==> src/rtl/core/kfg_div.sv <==
// Restoring divider, one quotient bit per cycle, for the quadrant mean.
`default_nettype none
module kfg_div #(
    parameter int DIVIDEND_W = 16,
    parameter int DIVISOR_W  = 9
) (
    input  wire logic                  clk,
    input  wire logic                  rst_n,
    input  wire logic                  start,
    input  wire logic [DIVIDEND_W-1:0] dividend,
    input  wire logic [DIVISOR_W-1:0]  divisor,
    output logic      [DIVIDEND_W-1:0] quotient,
    output logic                       done
);

    localparam int RW = DIVISOR_W + 1;
    localparam int CNT_W = $clog2(DIVIDEND_W + 1);

    logic                  busy_reg;
    logic                  done_reg;
    logic [CNT_W-1:0]      cnt_reg;
    logic [RW-1:0]         rem_reg;
    logic [DIVIDEND_W-1:0] dq_reg;
    logic [DIVISOR_W-1:0]  dvs_reg;
    logic [RW-1:0]         shifted;
    logic                  take;

    // Shift the next dividend bit into the partial remainder and try a subtraction.
    assign shifted = {rem_reg[DIVISOR_W-1:0], dq_reg[DIVIDEND_W-1]};
    assign take    = (shifted >= {1'b0, dvs_reg});

    always_ff @(posedge clk or negedge rst_n)
    begin
        if (!rst_n)
        begin
            busy_reg <= 1'b0;
            done_reg <= 1'b0;
            cnt_reg  <= '0;
        end
        else
        begin
            done_reg <= 1'b0;
            if (start)
            begin
                busy_reg <= 1'b1;
                cnt_reg  <= CNT_W'(DIVIDEND_W);
            end
            else if (busy_reg)
            begin
                cnt_reg <= cnt_reg - 1'b1;
                if (cnt_reg == CNT_W'(1))
                begin
                    busy_reg <= 1'b0;
                    done_reg <= 1'b1;
                end
            end
        end
    end

    always_ff @(posedge clk)
    begin
        if (start)
        begin
            rem_reg <= '0;
            dq_reg  <= dividend;
            dvs_reg <= divisor;
        end
        else if (busy_reg)
        begin
            if (take)
            begin
                rem_reg <= shifted - {1'b0, dvs_reg};
                dq_reg  <= {dq_reg[DIVIDEND_W-2:0], 1'b1};
            end
            else
            begin
                rem_reg <= shifted;
                dq_reg  <= {dq_reg[DIVIDEND_W-2:0], 1'b0};
            end
        end
    end

    assign quotient = dq_reg;
    assign done     = done_reg;

endmodule
`default_nettype wire

==> config.mk <==
export PLATFORM = sky130hd
export DESIGN_NAME = kfg_div
export DESIGN_NICKNAME = d
export VERILOG_FILES = /design/src/rtl/core/kfg_div.sv
export SDC_FILE = /design/constraint.sdc
export NUM_CORES = 1
export LEC_CHECK = 0
export BUFFER_PORTS_ARGS = -buffer_cell sky130_fd_sc_hd__clkbuf_2
export CAP_MARGIN = 20
export CORE_ASPECT_RATIO = 1.2
export CORE_MARGIN = 1.5
export CORE_UTILIZATION = 60
export CTS_BUF_LIST = sky130_fd_sc_hd__clkbuf_4 sky130_fd_sc_hd__clkbuf_8
export CTS_CLUSTER_DIAMETER = 60
export DETAILED_ROUTE_END_ITERATION = 10
export PLACE_DENSITY = 0.86
export SYNTH_ARGS = -nofsm -noshare
export SYNTH_HDL_FRONTEND = slang
export SYNTH_SLANG_ARGS = --single-unit
==> constraint.sdc <==
create_clock -name clk -period 7.65 [get_ports clk]
set_clock_uncertainty 0.15 [all_clocks]
set_input_delay 0.3825 -clock clk [delete_from_list [all_inputs] [get_ports clk]]
set_output_delay 0.3825 -clock clk [all_outputs]
set_load 0.005 [all_outputs]
==> summary.txt <==
Outcome
  – Status: finished clean

STA
  – Final Max Tran Viols: 0
  – Hold Violations, Final: 0
  – Period minus WS final: 2666 ps
  – Max Fclk: roughly 0.38 GHz
  – Slew HR: approximately two fifths
  – Setup TNS: 0 ps
  – Period utilization: 34.85%
  – # setup viols final: 0
  – Unrepaired setup endpoints after global routing: no
  – Hold_ws: between 100 and 150 ps
  – Slew @ Worst Pin: 909.4 ps

Logic synthesis
  – Asr flop ratio synth: around 17%
  – Post-Syn Nets: about 220
  – Mean post-synth cell area: between 10 and 15 um2
  – EDFF count, synth: 25
  – Synthesized instance count: approximately 180
  – Sequential cell area fraction in the yosys report: about half
  – Synth unique cells: 44
  – Commonest register cell after synthesis: edfxtp_1
  – Ys Warns: 0
  – Register bit total from synthesis: 41
  – Mapped Area: roughly 2200 um2

Drt
  – Post-Route WL: between 4000 and 5000 um
  – DRT iter0 DRCs: between 60 and 70
  – Drt wl/cell: 15.53 um
  – DR pass1 iterations: 6
  – Via/cell ratio: 5.784
  – # DRC: 0
  – Vias: around 1500
  – Antenna-violating nets left: 0

Pwr
  – P_leak: about 0.0011 uW
  – Peak VDD IR: ~0.19 mV
  – Pwr dens: ~300 nW/um2

Floorplan
  – Initial Utilization: approximately 64%
  – Cell row count: 23
  – Die Ht: roughly 69 um
  – Die Width: roughly 58 um
  – Die Area: 3998 um2
  – Core region area: 3396 um2
  – Ports: 45

Min path
  – Hold Path Depth: 1
  – Hold WC Path Type: in2reg

Global routing
  – Vias in the first global route: 1558
  – GRT Total Usage: a little under a quarter
  – Most Crowded Layer GR: met2
  – Gr ovfl total: 0
  – Largest net degree at the start of global routing: 43
  – First-pass GRT wire length: slightly below 7000 um
  – Global routing met1 resource utilization: about a quarter
  – M2 GR Usage: a little over two fifths
  – Initial antenna violation count: 0
  – Met3 usage in global routing: 5.037%

Clocking
  – Clk root buf: clkbuf_8
  – Max H-tree Level: 2
  – Num Clock Sinks: a little over 40
  – Num CTS Buffers: 5
  – Deepest clock path buffer count: 2
  – Clk_lat worst skew: ~300 ps
  – TritonCTS clock tree: yes
  – Clk slew on worst S/H paths: 80 ps

Critical path
  – Worst-case reg-to-reg path depth: 8
  – CP arrival: around 2600 ps
  – Required @ worst endpoint: about 7600 ps
  – Setup crit end kind: flop
  – CP Class: reg2reg
  – CP startpoint kind: flop
  – Critical Path Fanout Max: 8

Job
  – Max-Cap Viols: 0

Layout
  – Non-filler cells, final: 264
  – Antenna cells: 0
  – Max reg flops: 16
  – Area delta synth->final: 15.87%
  – Share of cells above drive strength 1: 34.36%
  – Final-stage net count: about 270
  – Number of fill cells: 234

Placement
  – GP Congestion: 0.8668
  – Post-DP HPWL: about 3000 um
  – Number of instances in the placed design: around 260
  – IO Port Bufs: 44
path summary, 6_finish.rpt:
check	from	to	slack, ps
min in group asynchronous	rst_n	done	290
max reg2reg	quotient[15]	quotient[0]	4980
min	divisor[1]	dvs_reg[1]	110
min reg2reg	rem_reg[3]	rem_reg[3]	360
max	quotient[15]	quotient[0]	4980
max in group asynchronous	rst_n	cnt_reg[0]	6890
per-layer routing:
layer	vias to the layer above	part of all wire [%]	routed length (um)
met5	-	0	0
met2	23	54	2220
met3	6	2.9	120
met1	744	41	1701
met4	0	1.4	58
li1	754	-	-
area by class of cell:
cell class	count	area (um2)	area share, %
multi-input cells	119	991.0	39.31
inverters	14	52.55	2.084
well taps	37	46.29	1.836
repair buffers	45	230.2	9.132
clock buffers	6	82.58	3.275
clock inverters	2	12.51	0.4963
flip-flops and latches	41	1106	43.87
cell usage in the layout (no fill, tap or decap), drive strengths merged, types with 2 or more instances in the layout:
cell | synthesis | final
nand3 | 3 | 3
mux2 | 17 | 17
nand2b | 4 | 4
mux2i | 6 | 6
ha | 11 | 11
o211ai | 3 | 3
a21oi | 6 | 6
a21o | 2 | 2
xor2 | 4 | 4
edfxtp | 25 | 25
nor2 | 15 | 15
a211oi | 7 | 7
nand4b | 2 | 2
a311oi | 4 | 4
xnor2 | 4 | 4
nor3 | 4 | 4
nand2 | 7 | 7
dfrtp | 7 | 7
nor3b | 2 | 2
clkbuf | 7 | 50
inv | 14 | 15
o31ai | 2 | 2
dfxtp | 9 | 9
worst max-delay path, stage by stage (launching register included):
cell and delay [ps]:
edfxtp_1 410, inv_1 90, ha_1 180, inv_1 60, fa_1 420, a211oi_2 320, o31a_1 310, o211ai_4 170
mux2_2 310
through the flow:
| step | power [uW] | setup WS, ps | instance area [um2] | utilization, % |
|---|---|---|---|---|
| after detailed placement | 620.9 | 5039 | 2416 | 71.15 |
| after global placement | 606.5 | 5136 | 2416 | 71.15 |
| after CTS | 769.3 | 4989 | 2521 | 74.24 |
| final | 768.6 | 4984 | 2521 | 74.24 |
| after global routing | 814.0 | 4820 | 2521 | 74.24 |
| after floorplan | 545.8 | 5204 | 2176 | - |
power breakdown:
group | switching (uW) | total (uW) | internal (uW)
registers | 36.9 | 323 | 286
logic | 158 | 299 | 141
clock network | 73.9 | 147 | 73.1
total | 269 | 769 | 500
kinds of logic after synthesis:
group                      share of synthesized area [%]
muxes                                              11.56
adders and majority gates                          7.245
buffers and inverters                              3.623
xor gates and xnor gates                           3.220
and+or+nand+nor                                    11.73
AOI/OAI and AO/OA                                  11.79
DFF                                                50.83
Yosys cell counts, types with 5 or more instances:
cell	instances	area [um2]
dfrtp_1	7	175.2
mux2i_1	6	60.06
mux2_2	17	191.4
nand2_1	6	22.52
nor2_1	15	56.30
a211oi_1	5	37.54
ha_1	11	137.6
clkbuf_1	7	26.28
edfxtp_1	25	750.7
a21oi_1	6	30.03
dfxtp_1	9	180.2
inv_1	14	52.55
what timing repair did:
item                      CTS  global route
resized for setup           0             0
buffers inserted            0             0
hold buffers                1             0
hold endpoints to repair    7             0
No activity file was read; power rests on OpenSTA's default activity.
